File: config.mk
export PLATFORM = sky130hd
export DESIGN_NAME = qdv_front
export DESIGN_NICKNAME = d
export VERILOG_FILES = /design/src/qdv_pkg.sv /design/src/qdv_front.sv
export SDC_FILE = /design/constraint.sdc
export NUM_CORES = 1
export LEC_CHECK = 0
export ABC_AREA = 1
export BUFFER_PORTS_ARGS = -buffer_cell sky130_fd_sc_hd__buf_2
export CORE_MARGIN = 2
export CORE_UTILIZATION = 55
export CTS_CLUSTER_DIAMETER = 80
export CTS_CLUSTER_SIZE = 16
export DETAILED_ROUTE_END_ITERATION = 12
export PLACE_DENSITY = 0.87
export RECOVER_POWER = 50
export SLEW_MARGIN = 25
export SYNTH_ARGS = -nofsm -noshare
export SYNTH_HDL_FRONTEND = slang
export SYNTH_SLANG_ARGS = --single-unit
File: constraint.sdc
create_clock -name clk_i -period 7.7 [get_ports clk_i]
set_input_delay 1.54 -clock clk_i [delete_from_list [all_inputs] [get_ports clk_i]]
set_output_delay 1.54 -clock clk_i [all_outputs]
set_load 0.05 [all_outputs]
File: src/qdv_pkg.sv
// Shared types, constants and helpers of the quadrature decoder with velocity read-out.
package qdv_pkg;

  localparam int CntW = 32;
  localparam int ReqDepth = 2;
  localparam logic [23:0] UsPerSec = 24'd1000000;
  localparam logic [23:0] RpcReset = 24'd73204;
  localparam logic [15:0] RadiusReset = 16'd2621;
  localparam logic [31:0] TimeoutReset = 32'd100000;

  typedef enum logic [1:0] {
    ModePin   = 2'd0,
    ModeRead  = 2'd1,
    ModeStart = 2'd2
  } mode_e;

  typedef enum logic [1:0] {
    CfgRpc     = 2'd0,
    CfgRadius  = 2'd1,
    CfgTimeout = 2'd2
  } cfg_idx_e;

  typedef enum logic [1:0] {
    StepNone,
    StepUp,
    StepDown
  } step_e;

  typedef struct packed {
    logic                      started;
    logic [1:0][CntW-1:0]      total;
    logic [1:0][CntW-1:0]      at_read;
    logic [1:0]                run;
    logic [31:0]               dt;
    logic [31:0]               now;
  } req_t;

  function automatic step_e step_decode(input logic [1:0] prev, input logic [1:0] cur);
    logic [3:0] idx;
    step_e      s;
    idx = {prev, cur};
    case (idx)
      4'b0001, 4'b0111, 4'b1110, 4'b1000: s = StepUp;
      4'b0010, 4'b1011, 4'b1101, 4'b0100: s = StepDown;
      default: s = StepNone;
    endcase
    return s;
  endfunction

  function automatic logic [32:0] clamp_mag(input logic neg, input logic [32:0] mag);
    logic [32:0] lim;
    lim = neg ? 33'h080000000 : 33'h07fffffff;
    return (mag > lim) ? lim : mag;
  endfunction

  function automatic logic [31:0] sat_bits(input logic neg, input logic [32:0] mag);
    logic [32:0] m;
    m = clamp_mag(neg, mag);
    return neg ? 32'(33'd0 - m) : m[31:0];
  endfunction

endpackage

File: src/qdv_front.sv
// Front end: pin decoding, start handling and read request capture.
module qdv_front (
  input  logic               clk_i,
  input  logic               rst_ni,
  input  logic               push_i,
  input  logic [1:0]         mode_i,
  input  logic               wheel_i,
  input  logic [1:0]         left_pins_i,
  input  logic [1:0]         right_pins_i,
  input  logic [31:0]        now_us_i,
  input  logic [31:0]        idle_timeout_i,
  input  logic               req_full_i,
  output logic               req_push_o,
  output qdv_pkg::req_t      req_o
);
  import qdv_pkg::*;

  logic                 started_q;
  logic [1:0][1:0]      prev_q;
  logic [1:0][CntW-1:0] total_q;
  logic [1:0][CntW-1:0] at_q;
  logic [1:0][31:0]     edge_q;
  logic [31:0]          last_q;
  logic                 accept;
  logic [1:0]           cur_pins;
  step_e                step;
  logic [31:0]          dt;
  logic [1:0][31:0]     idle;

  assign accept   = push_i && !req_full_i;
  assign cur_pins = wheel_i ? right_pins_i : left_pins_i;
  assign step     = step_decode(prev_q[wheel_i], cur_pins);
  assign dt       = now_us_i - last_q;
  assign idle[0]  = now_us_i - edge_q[0];
  assign idle[1]  = now_us_i - edge_q[1];

  assign req_push_o      = accept && (mode_i == ModeRead);
  assign req_o.started   = started_q;
  assign req_o.total     = total_q;
  assign req_o.at_read   = at_q;
  assign req_o.run[0]    = (dt != 32'd0) && (idle[0] <= idle_timeout_i);
  assign req_o.run[1]    = (dt != 32'd0) && (idle[1] <= idle_timeout_i);
  assign req_o.dt        = dt;
  assign req_o.now       = now_us_i;

  always_ff @(posedge clk_i or negedge rst_ni) begin
    if (!rst_ni) begin
      started_q <= 1'b0;
      prev_q    <= '0;
      total_q   <= '0;
      at_q      <= '0;
      edge_q    <= '0;
      last_q    <= '0;
    end else if (accept) begin
      case (mode_i)
        ModePin: begin
          if (started_q) begin
            prev_q[wheel_i] <= cur_pins;
            if (step != StepNone) begin
              total_q[wheel_i] <= (step == StepUp) ? total_q[wheel_i] + CntW'(1)
                                                   : total_q[wheel_i] - CntW'(1);
              edge_q[wheel_i]  <= now_us_i;
            end
          end
        end
        ModeStart: begin
          started_q <= 1'b1;
          prev_q[0] <= left_pins_i;
          prev_q[1] <= right_pins_i;
          total_q   <= '0;
          at_q      <= '0;
          edge_q[0] <= now_us_i;
          edge_q[1] <= now_us_i;
          last_q    <= now_us_i;
        end
        ModeRead: begin
          if (started_q) begin
            last_q <= now_us_i;
            at_q   <= total_q;
          end
        end
        default: begin
        end
      endcase
    end
  end

endmodule

==> flow_results.xml <==
<?xml version="1.0" encoding="UTF-8"?>
<metrics>
  <group name="status">
    <metric name="outcome" unit="">finished, violations left</metric>
    <metric name="failed_checks" unit="">max-capacitance violations, max-slew violations</metric>
  </group>
  <group name="floorplanning">
    <metric name="die_y" unit="um">189</metric>
    <metric name="ios" unit="">271</metric>
    <metric name="initial_utilization" unit="%">56.0</metric>
    <metric name="design.die.area" unit="mm^2">0.0357</metric>
    <metric name="design.core.area" unit="mm^2">0.0336</metric>
    <metric name="std_cell_rows" unit="">67</metric>
    <metric name="die_width" unit="um">189</metric>
  </group>
  <group name="layout">
    <metric name="flow.area_growth_from_synthesis" unit="%">9.90</metric>
    <metric name="antennaDiodeCount" unit="">0</metric>
    <metric name="share_of_post_route_cells_with_drive_strength_above_1" unit="%">8.69</metric>
    <metric name="fin_nets" unit="">3188</metric>
    <metric name="final_instance_area" unit="mm^2">0.0207</metric>
  </group>
  <group name="synthesis">
    <metric name="yosys_warnings" unit="">0</metric>
    <metric name="synth_seq_area_share" unit="%">30.4</metric>
    <metric name="syn_area_per_cell" unit="um^2">6.93</metric>
    <metric name="synth_cell_types" unit="">54</metric>
    <metric name="synth_edf_count" unit="">0</metric>
    <metric name="synth_cells" unit="">2716</metric>
    <metric name="synth_area" unit="mm^2">0.0188</metric>
    <metric name="syn-num-nets" unit="">2982</metric>
    <metric name="postSynthRegisterBits" unit="">229</metric>
    <metric name="ys.flop_type" unit="">sky130_fd_sc_hd__dfrtp_1</metric>
    <metric name="synthArstFlopShare" unit="%">100</metric>
  </group>
  <group name="timing">
    <metric name="tightestPinTransition" unit="ns">5.50</metric>
    <metric name="fmaxAchievable" unit="MHz">145</metric>
    <metric name="report.final.setup_viol" unit="">0</metric>
    <metric name="timing.final.crit_share" unit="%">89.6</metric>
    <metric name="timing.final.crit_period" unit="ns">6.90</metric>
    <metric name="rsz_0062_raised_after_global_routing" unit="">no</metric>
    <metric name="worst_clock_skew" unit="ns">0.0416</metric>
    <metric name="fin_tns_setup" unit="ns">0</metric>
    <metric name="max_slew_violation_count" unit="">183</metric>
    <metric name="max-slew-margin-rel" unit="%">-267</metric>
    <metric name="endpoints_failing_hold" unit="">0</metric>
  </group>
  <group name="clock_network">
    <metric name="clk-insertion-delay-late" unit="ns">0.53</metric>
    <metric name="h-tree-depth" unit="">1</metric>
    <metric name="clk_root_buffer_cell" unit="">sky130_fd_sc_hd__clkbuf_16</metric>
    <metric name="cts-hold-fix-buffers" unit="">0</metric>
    <metric name="max-clock-path-buffers" unit="">3</metric>
    <metric name="ctsResizeCount" unit="">0</metric>
    <metric name="clock_transition_at_the_register_clock_pins_on_the_worst_setup_and_hold_paths_after_cts" unit="ns">0.07</metric>
    <metric name="numCtsBuffers" unit="">19</metric>
    <metric name="cts_tree" unit="">done</metric>
    <metric name="clock_sink_count" unit="">229</metric>
    <metric name="post_cts_setup_bufs" unit="">0</metric>
  </group>
  <group name="drt">
    <metric name="drc_errors" unit="">0</metric>
    <metric name="drt.antenna.violating_nets" unit="">0</metric>
    <metric name="drt_first_iter_violations" unit="">1398</metric>
    <metric name="firstDrtPassIters" unit="">6</metric>
    <metric name="drt-wirelength-per-cell" unit="um">17.0</metric>
    <metric name="wl" unit="mm">57.4</metric>
    <metric name="vias_per_cell" unit="">5.51</metric>
    <metric name="vias" unit="">18569</metric>
  </group>
  <group name="placed_design">
    <metric name="placedInstanceArea" unit="mm^2">0.0203</metric>
    <metric name="port_buffers" unit="">270</metric>
    <metric name="place_hpwl" unit="mm">44.8</metric>
    <metric name="place_congestion" unit="">0.946</metric>
  </group>
  <group name="global_routing">
    <metric name="grt-ovfl-total" unit="">0</metric>
    <metric name="grt_start_max_net_pins" unit="">123</metric>
    <metric name="grt_first_pass_wirelength" unit="mm">91.8</metric>
    <metric name="number_of_antenna_violations_at_the_first_check_in_global_routing" unit="">0</metric>
    <metric name="vias_in_the_first_global_route" unit="">18318</metric>
    <metric name="grt.total_usage" unit="%">31.7</metric>
  </group>
  <group name="worst_setup_path">
    <metric name="rr_worst_depth" unit="">16</metric>
    <metric name="arrival" unit="ns">5.36</metric>
    <metric name="crit_path_kind" unit="">in2out</metric>
    <metric name="timing.critical_path.slowest_stage_cell" unit="">sky130_fd_sc_hd__nor4_1</metric>
    <metric name="r2r_slack" unit="ns">4.26</metric>
    <metric name="worst_ep_required_time" unit="ns">6.16</metric>
    <metric name="highest_net_fanout_along_the_worst_path" unit="">6</metric>
    <metric name="crit_path_max_incr_delay" unit="ns">0.44</metric>
    <metric name="r2r-start" unit="">prev_q[2]</metric>
    <metric name="regToRegEndpoint" unit="">req_o[188]</metric>
    <metric name="cp_cell_sequence" unit="">buf_2, inv_1, ha_1, fa_1, o21ai_2, a21oi_1, o21ai_2, a21oi_1, o21ai_1, nand2_1, nand3_1, nand2_1, ha_1, nand2_1, nor4_1, nand4_1, nor4b_1, a21oi_1, nor2_1, buf_2</metric>
    <metric name="crit_path_end_kind" unit="">output port</metric>
    <metric name="startpoint_type" unit="">primary input</metric>
    <metric name="timing.critical_path.from" unit="">now_us_i[0]</metric>
    <metric name="setup.worst_path.end" unit="">req_o[65]</metric>
  </group>
  <group name="job">
    <metric name="max-cap-violations" unit="">2</metric>
  </group>
  <group name="power">
    <metric name="peakVddDrop" unit="V">0.000438</metric>
    <metric name="pwr_dens" unit="mW/mm^2">396</metric>
    <metric name="static-leakage-power" unit="nW">11.4</metric>
  </group>
  <group name="worst_hold_path">
    <metric name="hold_path.startpoint" unit="">req_o[108]</metric>
    <metric name="holdCritPathClass" unit="">reg2reg</metric>
  </group>
</metrics>
## worst max-delay path: cells and delay by family
kind / cells / cell delay (ns)
AOI/OAI and AO/OA: 6 / 1.06
adders and majority gates: 3 / 0.93
buffers and inverters: 3 / 0.46
and+or+nand+nor: 8 / 1.35
## worst min-delay path by stage
stage / end / slack, ns / cells after the start
2_1_floorplan: edge_q[10] / 0.45 / 2
5_1_grt: req_o[113] / 0.50 / 2
3_5_place_dp: req_o[100] / 0.46 / 2
3_3_place_gp: req_o[99] / 0.46 / 2
6_report: req_o[108] / 0.48 / 2
4_1_cts: req_o[108] / 0.48 / 2
## area by class of cell
type,count,area (um^2)
Sequential cell,229,5730
Timing Repair Buffer,277,1290
Inverter,442,1660
Clock inverter,4,66.3
Tap cell,448,561
Clock buffer,19,475
Multi-Input combinational cell,1953,10900
Fill cell,3203,12900
## metal layers
layer  routed length, um  vias to the layer above  global-route usage, %
li1                    -                     9128                      -
met4                2150                        0                   11.4
met2               28300                      671                   57.4
met3                3660                      132                   3.54
met1               23200                     8638                   39.0
met5                   0                        -                      0
## cells by family (layout without fill, tap and decap cells)
logic type	Yosys count	after routing	synth area share (%)
flops	229	229	30.4
compound gates	484	484	14.7
mux	4	4	0.239
xor+xnor	83	83	3.94
fa+ha+maj	191	191	12.9
simple gates	1191	1191	26.1
buf+inv	534	742	11.7
## cells in the mapped netlist, types with 5 or more instances
cell,n,area share [%]
sky130_fd_sc_hd__nand2_1,798,16
sky130_fd_sc_hd__inv_1,431,8.6
sky130_fd_sc_hd__dfrtp_1,229,30
sky130_fd_sc_hd__ha_1,187,12
sky130_fd_sc_hd__nor2_1,155,3.1
sky130_fd_sc_hd__a21oi_1,153,4.1
sky130_fd_sc_hd__nand3_1,138,3.7
sky130_fd_sc_hd__o21ai_0,134,3.6
sky130_fd_sc_hd__o21ai_1,70,1.9
sky130_fd_sc_hd__xor2_1,45,2.1
sky130_fd_sc_hd__buf_4,40,1.6
sky130_fd_sc_hd__xnor2_1,36,1.7
sky130_fd_sc_hd__clkbuf_1,27,0.54
sky130_fd_sc_hd__nor3_1,26,0.69
sky130_fd_sc_hd__o31ai_1,26,1.0
sky130_fd_sc_hd__nand4_1,23,0.76
sky130_fd_sc_hd__buf_2,22,0.58
sky130_fd_sc_hd__nand3b_1,18,0.72
sky130_fd_sc_hd__o22ai_1,16,0.53
sky130_fd_sc_hd__a21o_1,15,0.60
sky130_fd_sc_hd__inv_2,11,0.22
sky130_fd_sc_hd__o21a_1,10,0.40
sky130_fd_sc_hd__o21bai_1,10,0.40
sky130_fd_sc_hd__nand2_2,9,0.30
sky130_fd_sc_hd__a31oi_1,8,0.27
sky130_fd_sc_hd__a211oi_1,6,0.24
sky130_fd_sc_hd__a221oi_1,5,0.23
sky130_fd_sc_hd__o21ai_2,5,0.23
## state kept, by name (all words and copies together) (netlist names)
signal     flops
started_q      1
req_o        128
edge_q        64
last_q        32
prev_q         4
## power by group
part | internal, mW | total (mW) | switching, mW | leakage, nW
Clock | 0.484 | 0.937 | 0.453 | 0.266
Combinational | 1.63 | 5.44 | 3.81 | 8.18
Sequential | 1.53 | 1.81 | 0.281 | 2.97
Total | 3.64 | 8.19 | 4.55 | 11.4
## metrics by stage
step           util [%]  worst slack [ns]  power [mW]  cells  hold slack, ns
2_1_floorplan         -              1.23        5.79   2716           0.453
3_3_place_gp       60.3             0.957        7.09   3349           0.457
3_5_place_dp       60.3             0.880        7.19   3349           0.461
4_1_cts            61.9             0.887        8.17   3372           0.480
5_1_grt            61.5             0.381        8.81   3372           0.503
6_report           61.5             0.803        8.19   3372           0.478
## layout by cell type (no fill, tap or decap), types with 3 or more instances in the layout
| cell type | netlist | routed |
|---|---|---|
| sky130_fd_sc_hd__a211oi_1 | 6 | 6 |
| sky130_fd_sc_hd__a21boi_0 | 4 | 4 |
| sky130_fd_sc_hd__a21boi_2 | 4 | 4 |
| sky130_fd_sc_hd__a21o_1 | 15 | 15 |
| sky130_fd_sc_hd__a21oi_1 | 153 | 153 |
| sky130_fd_sc_hd__a21oi_2 | 3 | 3 |
| sky130_fd_sc_hd__a221oi_1 | 5 | 5 |
| sky130_fd_sc_hd__a22o_1 | 3 | 3 |
| sky130_fd_sc_hd__a31oi_1 | 8 | 8 |
| sky130_fd_sc_hd__and2_1 | 4 | 4 |
| sky130_fd_sc_hd__and3_1 | 4 | 4 |
| sky130_fd_sc_hd__buf_2 | 22 | 174 |
| sky130_fd_sc_hd__buf_4 | 40 | 5 |
| sky130_fd_sc_hd__clkbuf_1 | 27 | 95 |
| sky130_fd_sc_hd__clkbuf_16 | 0 | 19 |
| sky130_fd_sc_hd__dfrtp_1 | 229 | 229 |
| sky130_fd_sc_hd__fa_1 | 4 | 4 |
| sky130_fd_sc_hd__ha_1 | 187 | 187 |
| sky130_fd_sc_hd__inv_1 | 431 | 432 |
| sky130_fd_sc_hd__inv_2 | 11 | 10 |
| sky130_fd_sc_hd__mux2_2 | 4 | 4 |
| sky130_fd_sc_hd__nand2_1 | 798 | 796 |
| sky130_fd_sc_hd__nand2_2 | 9 | 9 |
| sky130_fd_sc_hd__nand3_1 | 138 | 138 |
| sky130_fd_sc_hd__nand3_2 | 3 | 3 |
| sky130_fd_sc_hd__nand3b_1 | 18 | 18 |
| sky130_fd_sc_hd__nand4_1 | 23 | 23 |
| sky130_fd_sc_hd__nor2_1 | 155 | 157 |
| sky130_fd_sc_hd__nor3_1 | 26 | 26 |
| sky130_fd_sc_hd__nor4_1 | 4 | 4 |
| sky130_fd_sc_hd__o211ai_1 | 4 | 4 |
| sky130_fd_sc_hd__o21a_1 | 10 | 10 |
| sky130_fd_sc_hd__o21ai_0 | 134 | 134 |
| sky130_fd_sc_hd__o21ai_1 | 70 | 70 |
| sky130_fd_sc_hd__o21ai_2 | 5 | 5 |
| sky130_fd_sc_hd__o21bai_1 | 10 | 10 |
| sky130_fd_sc_hd__o22ai_1 | 16 | 16 |
| sky130_fd_sc_hd__o31ai_1 | 26 | 26 |
| sky130_fd_sc_hd__xnor2_1 | 36 | 36 |
| sky130_fd_sc_hd__xor2_1 | 45 | 45 |
Power figures use the tool's default switching activity.
