<file path="config.mk">
export PLATFORM = sky130hd
export DESIGN_NAME = qdv_fifo
export DESIGN_NICKNAME = d
export VERILOG_FILES = /design/src/qdv_pkg.sv /design/src/qdv_fifo.sv
export SDC_FILE = /design/constraint.sdc
export NUM_CORES = 1
export LEC_CHECK = 0
export BUFFER_PORTS_ARGS = -buffer_cell sky130_fd_sc_hd__buf_2
export CORE_MARGIN = 5
export CORE_UTILIZATION = 47
export DETAILED_ROUTE_END_ITERATION = 16
export PLACE_DENSITY = 0.75
export SYNTH_ARGS = -nofsm -noshare
export SYNTH_HDL_FRONTEND = slang
export SYNTH_SLANG_ARGS = --single-unit
</file>
<file path="constraint.sdc">
create_clock -name clk_i -period 10.1 [get_ports clk_i]
set_clock_uncertainty 0.2 [all_clocks]
set_input_delay 0 -clock clk_i [delete_from_list [all_inputs] [get_ports clk_i]]
set_output_delay 0 -clock clk_i [all_outputs]
set_load 0.01 [all_outputs]
</file>
<file path="src/qdv_pkg.sv">
// Shared types, constants and helpers of the quadrature decoder with velocity read-out.
package qdv_pkg;

  localparam int CntW = 32;
  localparam int ReqDepth = 2;
  localparam logic [23:0] UsPerSec = 24'd1000000;
  localparam logic [23:0] RpcReset = 24'd73204;
  localparam logic [15:0] RadiusReset = 16'd2621;
  localparam logic [31:0] TimeoutReset = 32'd100000;

  typedef enum logic [1:0] {
    ModePin   = 2'd0,
    ModeRead  = 2'd1,
    ModeStart = 2'd2
  } mode_e;

  typedef enum logic [1:0] {
    CfgRpc     = 2'd0,
    CfgRadius  = 2'd1,
    CfgTimeout = 2'd2
  } cfg_idx_e;

  typedef enum logic [1:0] {
    StepNone,
    StepUp,
    StepDown
  } step_e;

  typedef struct packed {
    logic                      started;
    logic [1:0][CntW-1:0]      total;
    logic [1:0][CntW-1:0]      at_read;
    logic [1:0]                run;
    logic [31:0]               dt;
    logic [31:0]               now;
  } req_t;

  function automatic step_e step_decode(input logic [1:0] prev, input logic [1:0] cur);
    logic [3:0] idx;
    step_e      s;
    idx = {prev, cur};
    case (idx)
      4'b0001, 4'b0111, 4'b1110, 4'b1000: s = StepUp;
      4'b0010, 4'b1011, 4'b1101, 4'b0100: s = StepDown;
      default: s = StepNone;
    endcase
    return s;
  endfunction

  function automatic logic [32:0] clamp_mag(input logic neg, input logic [32:0] mag);
    logic [32:0] lim;
    lim = neg ? 33'h080000000 : 33'h07fffffff;
    return (mag > lim) ? lim : mag;
  endfunction

  function automatic logic [31:0] sat_bits(input logic neg, input logic [32:0] mag);
    logic [32:0] m;
    m = clamp_mag(neg, mag);
    return neg ? 32'(33'd0 - m) : m[31:0];
  endfunction

endpackage

</file>
<file path="src/qdv_fifo.sv">
// Short request queue between front and back end.
module qdv_fifo (
  input  logic          clk_i,
  input  logic          rst_ni,
  input  logic          push_i,
  input  qdv_pkg::req_t data_i,
  output logic          full_o,
  input  logic          pop_i,
  output logic          avail_o,
  output qdv_pkg::req_t data_o
);
  import qdv_pkg::*;

  localparam int PtrW = (ReqDepth > 1) ? $clog2(ReqDepth) : 1;
  localparam int CntBits = $clog2(ReqDepth + 1);

  req_t               mem_q [ReqDepth];
  logic [PtrW-1:0]    wr_q, rd_q;
  logic [CntBits-1:0] cnt_q;
  logic               do_push, do_pop;

  assign full_o  = (cnt_q == CntBits'(ReqDepth));
  assign avail_o = (cnt_q != '0);
  assign data_o  = mem_q[rd_q];
  assign do_push = push_i && !full_o;
  assign do_pop  = pop_i && avail_o;

  always_ff @(posedge clk_i) begin
    if (do_push) begin
      mem_q[wr_q] <= data_i;
    end
  end

  always_ff @(posedge clk_i or negedge rst_ni) begin
    if (!rst_ni) begin
      wr_q  <= '0;
      rd_q  <= '0;
      cnt_q <= '0;
    end else begin
      if (do_push) begin
        wr_q <= (wr_q == PtrW'(ReqDepth - 1)) ? '0 : wr_q + PtrW'(1);
      end
      if (do_pop) begin
        rd_q <= (rd_q == PtrW'(ReqDepth - 1)) ? '0 : rd_q + PtrW'(1);
      end
      cnt_q <= cnt_q + CntBits'(do_push) - CntBits'(do_pop);
    end
  end

  a_cnt_bound: assert property (@(posedge clk_i) disable iff (!rst_ni)
    cnt_q <= CntBits'(ReqDepth)) else $error("queue count overflow");
  a_full_hold: assert property (@(posedge clk_i) disable iff (!rst_ni)
    (full_o && !pop_i) |=> full_o) else $error("full dropped without pop");
  a_empty_hold: assert property (@(posedge clk_i) disable iff (!rst_ni)
    (!avail_o && !push_i) |=> !avail_o) else $error("entry appeared without push");

endmodule

</file>
==> metrics, run 1 <==
initial core utilization 47.30%; Max VDD drop just under 0.2 mV; clock latency at the later pin of the worst-skew pair about 520 ps; Detailed Place HPWL 20.64 mm; DRT Wirelength approximately 35 mm; Static Leak 0.008427 uW; Post-Synthesis Cells 625; number of flops mapped to enable cells by yosys 390; CTS Buffer Depth 3; chip width between 150 and 200 um; most frequent cell after synthesis edfxtp_1; final hold slack 13.05 ps; initial drt markers 411; GR Util All Layers 19.55%; first-pass GRT wire length 53.89 mm; H-Tree Depth 2; CP Class flop to primary output; root cell of the clock tree clkbuf_16; most common library cells after synthesis edfxtp_1, mux2_4, mux2_2; Syn. warnings 0; Pwr Density 269.7 mW/mm2; Worst-path clk slew around 60 ps; DRC viols 0; Setup TNS 0 ps; Final Setup Violations 0; Max stage delay on crit path 940 ps; Worst Path Max Fanout 60; crit path buf inv count 3; most used cell along the critical path buf_4; Yosys cell types 16; top post-synthesis cells by area edfxtp_1, mux2_4, mux2_2; CTS tree built; Crit-path slowest cell buf_4; register area share after synthesis 79.54%; final-report hold violation count 0; Rows 65; Via density 4.876; placed cell area 0.01719 mm2; Remaining Overflow, GRT 0; layout net count 1506; post-synth top area cell edfxtp_1; final instance area 0.02115 mm2; Async SR Flop Fraction 1.015%; # port buffers 395; Relative slew margins 19.43%; vias in the first global route 9480; fill count 2001; pin count of the biggest net entering global routing between 150 and 200; Setup crit start kind flop; CP arrival 3650 ps; RSZ-0062 raised after global routing no; top cell type's share of synthesized area a little under 80%; actual slew at the worst max-slew pin 1209 ps; status completed; Clock Sinks 394; Final Slew Violations 0; register bit count reported by yosys ~390; total power 5706 uW; max-cap violations 0; layout cell share with drive strength beyond 1 49.25%; worst path cell trace buf_4, buf_4, mux2_4, buf_2; CP delay by family, top buffers and inverters; drt first pass iters 4; fmax 259.5 MHz; Die Span Y 187.7 um; Mean Syn Cell Area 23.76 um2; Die ar. 0.03525 mm2; Layout area overhead 42.45%; Routability Congestion 0.7951; initial antenna violation count 3; vias post-DR 8498; Setup Fix Bufs, Post-CTS 0; core area roughly 0.031 mm2; routed len/inst just over 20 um; WP data required 9900 ps; Mapped Area 0.01485 mm2; DRT antenna net count 0; I/O Pins slightly below 400; Top FF cell, synth edfxtp_1; worst min path class primary input to flop; critical path capture point type primary output; minimum clock period 3854 ps; CTS Buf Count 41; final worst path period share approximately two fifths; syn_nets 826
==> kinds of logic (layout without fill, tap and decap cells) <==
kind of cell,Yosys count,count (layout),synth area share [%]
xor gates and xnor gates,4,4,0.2360
adders and majority gates,2,2,0.1685
buffers and inverters,24,737,1.508
DFF,394,394,79.54
muxes,195,195,18.33
other,0,3,0
and+or+nand+nor,6,6,0.2191
==> what timing repair did <==
action,4_1_cts,5_1_grt
hold buffers,255,3
endpoints found under the hold margin,461,6
resized for setup,0,0
==> report_power, final <==
| part | total (uW) | internal [uW] | leakage (uW) | switching (uW) |
|---|---|---|---|---|
| clock | 1520 | 928 | 0.000675 | 593 |
| sequential | 2380 | 2240 | 0.00367 | 136 |
| combinational | 1800 | 891 | 0.00408 | 913 |
==> area by class of cell <==
cell class	instances	area, um2	area share, %
Sequential cell	394	11820	55.86
Timing Repair Buffer	659	4617	21.83
Multi-Input combinational cell	207	2826	13.36
Clock buffer	48	1095	5.176
Tap cell	402	503.0	2.378
Clock inverter	28	281.5	1.331
Inverter	2	7.507	0.03549
Antenna cell	3	7.507	0.03549
==> metrics by stage <==
stage               utilization, %  cells  setup slack, ps
floorplan                        -    625            472.7
global placement             54.75   1406             6850
detailed placement           54.75   1406             6799
CTS                          67.26   1737             6226
global route                 67.38   1743             6092
finish                       67.38   1743             6246
==> worst reg2reg max path, cell delays in order (launching register included) <==
cell and delay (ps):
dfrtp_1 420, nand2b_1 140, nand2_1 160, nor2_4 560
buf_12 620
==> cell usage in the layout, fill, tap and decap left out, types with 2 or more instances in the layout <==
cell type,count
clkinv_2,8
diode_2,3
edfxtp_1,390
clkbuf_1,5
bufinv_16,6
inv_1,2
dfrtp_1,3
ha_1,2
xnor2_1,3
buf_2,395
mux2_4,140
dlygate4sd3_1,258
mux2_2,55
clkbuf_16,43
clkinv_1,12
buf_4,5
==> final timing paths <==
| kind | cells after the start | slack, ps | startpoint | endpoint |
|---|---|---|---|---|
| worst max-delay path | 4 | 6250 | rd_q | data_o[73] |
| min in group asynchronous | 3 | 210 | rst_ni | wr_q |
| max in group asynchronous | 3 | 9280 | rst_ni | rd_q |
| worst min register to register | 1 | 360 | cnt_q[1] | cnt_q[1] |
| worst min-delay path | 2 | 10 | data_i[5] | mem_q[1][5] |
| worst max register to register | 4 | 7220 | cnt_q[1] | mem_q[0][35] |
==> layer usage <==
layer | vias to the layer above | track usage [%] | share of wire [%]
li1 | 3867 | - | -
met1 | 4217 | 21.80 | 36
met2 | 332 | 36.12 | 54
met3 | 82 | 4.952 | 6.5
met4 | 0 | 7.171 | 3.5
met5 | - | 0 | 0
==> sequential cells by signal (all words and copies together) (netlist names) <==
signal  count
mem_q     390
rd_q        1
cnt_q       2
wr_q        1
Power figures use the tool's default switching activity.
==> run 2, diff against run 1 <==
clock period = 3.42 ns   (was 10.1 ns; I/O delays follow)
==> metrics, run 2 (synthesis gave the netlist of run 1 again) <==
status completed; crit path buf inv count 2; Relative slew margins between 40 and 50%; worst min path class primary input to flop; I/O Pins 396; initial antenna violation count 6; initial drt markers 480; area of the multi-input gates approximately 0.0028 mm2; Worst Hold Depth 2; final-report hold violation count 0; Routability Congestion 0.7889; fmax 386.8 MHz; Max stage delay on crit path 930 ps; minimum clock period 2585 ps; vias in the first global route 9669; fin util 68.71%; Flop pwr share 40.2%; Worst Path Max Fanout 42; core area ~0.031 mm2; # port buffers 395; post-cts resize count 0; CTS tree built; CTS Buffer Depth 3; clock network fraction of design power 27.9%; clock latency at the later pin of the worst-skew pair 520 ps; Internal about 12000 uW; critical path capture point type primary output; Final Slew Violations 0; RSZ-0062 raised after global routing no; pin count of the biggest net entering global routing 148; Reg area 0.01182 mm2; most frequent cells in the layout buf_2, edfxtp_1, dlygate4sd3_1; Pwr Density 806.6 mW/mm2; CP delay by family, top flip-flops; critical path depth 3; Worst-path clk slew 60 ps; CP arrival 2390 ps; largest reg by FF count mem_q; Static Leak 0.008621 uW; Detailed Place HPWL 20.78 mm; WP data required roughly 3200 ps; Clock Sinks a little under 400; worst path cell trace buf_4, mux2_2, buf_2; actual slew at the worst max-slew pin 848.7 ps; most common cell after layout, fill and taps aside buf_2; Placed Instances around 1400; routed len/inst 20.30 um; final worst path period share 75.59%; Crit-path slowest cell dfrtp_4; GR Util All Layers 19.99%; total power 17400 uW; H-Tree Depth 2; switching power ~5000 uW; Rows 65; Layout area overhead 45.26%; CP Class flop to primary output; DRT antenna net count 0; drt first pass iters 4; Die Span Y 187.7 um; max-cap violations 0; largest registers mem_q: 390 flops, cnt_q: 2 flops; vias post-DR 8533; Die ar. 0.03525 mm2; layout cell share with drive strength beyond 1 49.96%; sw frac 28.48%; layout net count 1527; Remaining Overflow, GRT 0; CTS Buf Count 41; Via density 4.829; initial core utilization 47.30%; Logic pwr share 31.9%; R2R cell count 3; Largest register FFs 390; Final Setup Violations 0; DRT Wirelength 35.88 mm; fill count 1937; final hold slack between 5 and 6 ps; root cell of the clock tree clkbuf_16; Max VDD drop between 0.5 and 0.6 mV; final non-filler cell total 1767; DRC viols 0; Setup crit start kind flop; first-pass GRT wire length 55.11 mm; chip width 187.7 um
run 2: final cells by class:
| class | count | area share (%) |
|---|---|---|
| antenna | 6 | 0.06961 |
| sequential | 394 | 54.78 |
| multi-input combinational | 207 | 13.12 |
| inverter | 2 | 0.03480 |
| clock buffer | 48 | 5.076 |
| timing repair buffer | 680 | 22.75 |
| clock inverter | 28 | 1.845 |
| tap | 402 | 2.332 |
run 2: worst register-to-register path, cell delays in order, from the launching register on:
cell	delay [ps]
dfrtp_1	400
nand2b_1	160
and3_4	750
buf_12	350
run 2: path summary, 6_finish.rpt:
path | from | end | slack [ps]
max in group asynchronous | rst_ni | rd_q | 2620
worst max-delay path | rd_q | data_o[190] | 830
worst min-delay path | data_i[143] | mem_q[0][143] | 5
worst max register to register | cnt_q[1] | mem_q[1][82] | 1230
worst min register to register | cnt_q[1] | cnt_q[1] | 310
min in group asynchronous | rst_ni | wr_q | 200
run 2: what timing repair did:
item | in CTS | in global routing
hold endpoints to repair | 398 | 6
buffers inserted | 0 | 0
hold buffers | 263 | 3
run 2: power groups by stage:
stage          clock [uW]  sequential [uW]  combinational [uW]
3_5_place_dp            0             7090                5270
2_1_floorplan           0             6970                3550
5_1_grt              5180             7100                5850
6_report             4860             7000                5550
4_1_cts              4910             6990                5530
3_3_place_gp            0             7020                5240
run 2: layer usage:
layer	vias up	GRT usage [%]	routed length [um]	part of all wire (%)
met2	345	36.88	19330	54
li1	3911	-	-	-
met3	90	4.430	2327	6.5
met4	0	8.216	1397	3.9
met5	-	0	0	0
met1	4187	22.35	12820	36
run 2: through the flow:
| step | area [um2] | TNS [ps] | setup WS, ps |
|---|---|---|---|
| after global routing | 21570 | 0 | 769.4 |
| after CTS | 21520 | 0 | 813.2 |
| after floorplan | 14860 | -159890 | -685.9 |
| after global placement | 17400 | 0 | 1284 |
| after detailed placement | 17400 | 0 | 1230 |
| final | 21570 | 0 | 835.0 |
==> run 3, diff against run 2 <==
clock period = 2.2 ns   (was 3.42 ns; I/O delays follow)
==> metrics, run 3 (synthesis gave the netlist of run 1 again) <==
largest registers mem_q: 390 flops, cnt_q: 2 flops; clock latency at the later pin of the worst-skew pair just over 500 ps; Via density 4.875; initial drt markers approximately 440; critical path capture point type primary output; root cell of the clock tree clkbuf_16; max-cap violations 0; critical path depth 3; switching power 7614 uW; largest reg by FF count mem_q; minimum clock period 2147 ps; core area 0.03139 mm2; initial core utilization between 40% and 50%; r2r endpoint cnt_q[1]; Max VDD drop 0.8302 mV; Setup TNS 0 ps; Routability Congestion about 0.78; vias in the first global route about 9800; Crit-path slowest cell dfrtp_4; Die ar. 0.03525 mm2; Detailed Place HPWL roughly 22 mm; clock network fraction of design power 23.3%; initial antenna violation count 2; Layout area overhead 42.77%; worst path cell trace buf_12, mux2_4, buf_2; crit path from rd_q; vias post-DR 8537; Final Slew Violations 0; crit path to data_o[119]; chip width 187.7 um; CP delay by family, top buffers and inverters; Worst-path clk slew 60 ps; most common cell after layout, fill and taps aside buf_2; worst min path class primary input to flop; H-Tree Depth 2; R2R cell count 7; first-pass GRT wire length 55.47 mm; Logic pwr share 35.5%; Relative slew margins 68.01%; I/O Pins 396; Flop pwr share 41.3%; Setup crit start kind flop; actual slew at the worst max-slew pin 479.9 ps; # port buffers roughly 400; layout cell share with drive strength beyond 1 50.63%; Internal 18270 uW; DRT Wirelength approximately 36 mm; Rows 65; Final Setup Violations 0; CTS Buffer Depth 3; layout net count 1522; drt first pass iters 4; Max stage delay on crit path about 470 ps; most frequent cells in the layout buf_2, edfxtp_1, dlygate4sd3_1; WP data required 2000 ps; Static Leak 0.008464 uW; final worst path period share 97.60%; Die Span Y 187.7 um; Remaining Overflow, GRT 0; Clock Sinks 394; crit path buf inv count 2; DRC viols 0; sw frac 29.42%; CTS tree built; routed len/inst around 20 um; hold path start data_i[177]; worst r2r src cnt_q[1]; fin util approximately two thirds; Worst Path Max Fanout 61; CP Class flop to primary output; CP arrival 1950 ps; RSZ-0062 raised after global routing yes; status completed; final-report hold violation count 0; Largest register FFs 390; R2R setup slack 180 ps; DRT antenna net count 0; Pwr Density 1221 mW/mm2; final non-filler cell total 1751; pin count of the biggest net entering global routing 62; GR Util All Layers approximately a fifth; CTS Buf Count 40; Placed Instances around 1400; fmax 465.7 MHz
==> run 3: changes by cell type in the layout (fill, tap and decap cells not counted), sizes merged <==
cell         before  now
diode             6    2
bufinv           10    0
buf             414  436
dlygate4sd3     266  240
clkinvlp          0    2
clkbuf           48   52
clkinv           17   13
==> run 3: timing repair <==
action                                 in CTS  in global routing
endpoints found under the hold margin     497                  2
setup endpoints to repair                 116                 21
buffers inserted                            2                  0
hold buffers                              239                  1
gates resized for setup                     0                  1
==> run 3: power groups by stage <==
stage	Clock, uW	Combinational [uW]	Sequential [uW]
2_1_floorplan	0	5510	10800
3_3_place_gp	0	8660	10700
3_5_place_dp	0	8710	10800
4_1_cts	6130	9140	10700
5_1_grt	6480	9670	10800
6_report	6020	9180	10700
==> run 3: worst reg2reg max path, cell delays in order, from the launching register on <==
cell     delay (ps)
dfrtp_1         400
or2_2           320
and2_1          190
ha_1            270
inv_1            40
ha_1            190
xnor2_1         200
xnor2_1         140
==> run 3: per-layer routing <==
layer	wire [um]	up-vias	track usage (%)
met5	0	-	0
met3	2125	65	4.747
li1	-	3886	-
met4	1017	0	6.183
met1	12800	4256	22.14
met2	19890	330	37.97
==> run 3: cell type report <==
type / instances / area [um2]
diodes: 2 / 5.005
clock buffers: 52 / 1067
clock inverters: 16 / 78.83
fillers: 1964 / 10190
inverters: 2 / 7.507
multi-input cells: 207 / 2829
flip-flops and latches: 394 / 11820
well taps: 402 / 503.0
repair buffers: 676 / 4895
==> run 3: worst min-delay path by stage <==
stage / endpoint / slack, ps / cells after the start
detailed placement: cnt_q[0] / -390 / 1
finish: mem_q[1][177] / 20 / 2
global route: mem_q[1][11] / 8 / 2
global placement: cnt_q[0] / -390 / 1
floorplan: cnt_q[0] / -500 / 0
CTS: mem_q[0][147] / 0.3 / 2
==> run 3: metrics by stage <==
stage / area [um2] / total power, uW / setup WS, ps / hold WS [ps]
floorplan: 14860 / 16350 / -1906 / -495.6
global placement: 17620 / 19390 / 271.9 / -388.9
detailed placement: 17620 / 19540 / 225.5 / -387.6
CTS: 21180 / 25930 / 20.21 / 0.2862
global route: 21200 / 26970 / -20.79 / 8.047
finish: 21200 / 25880 / 52.87 / 17.13
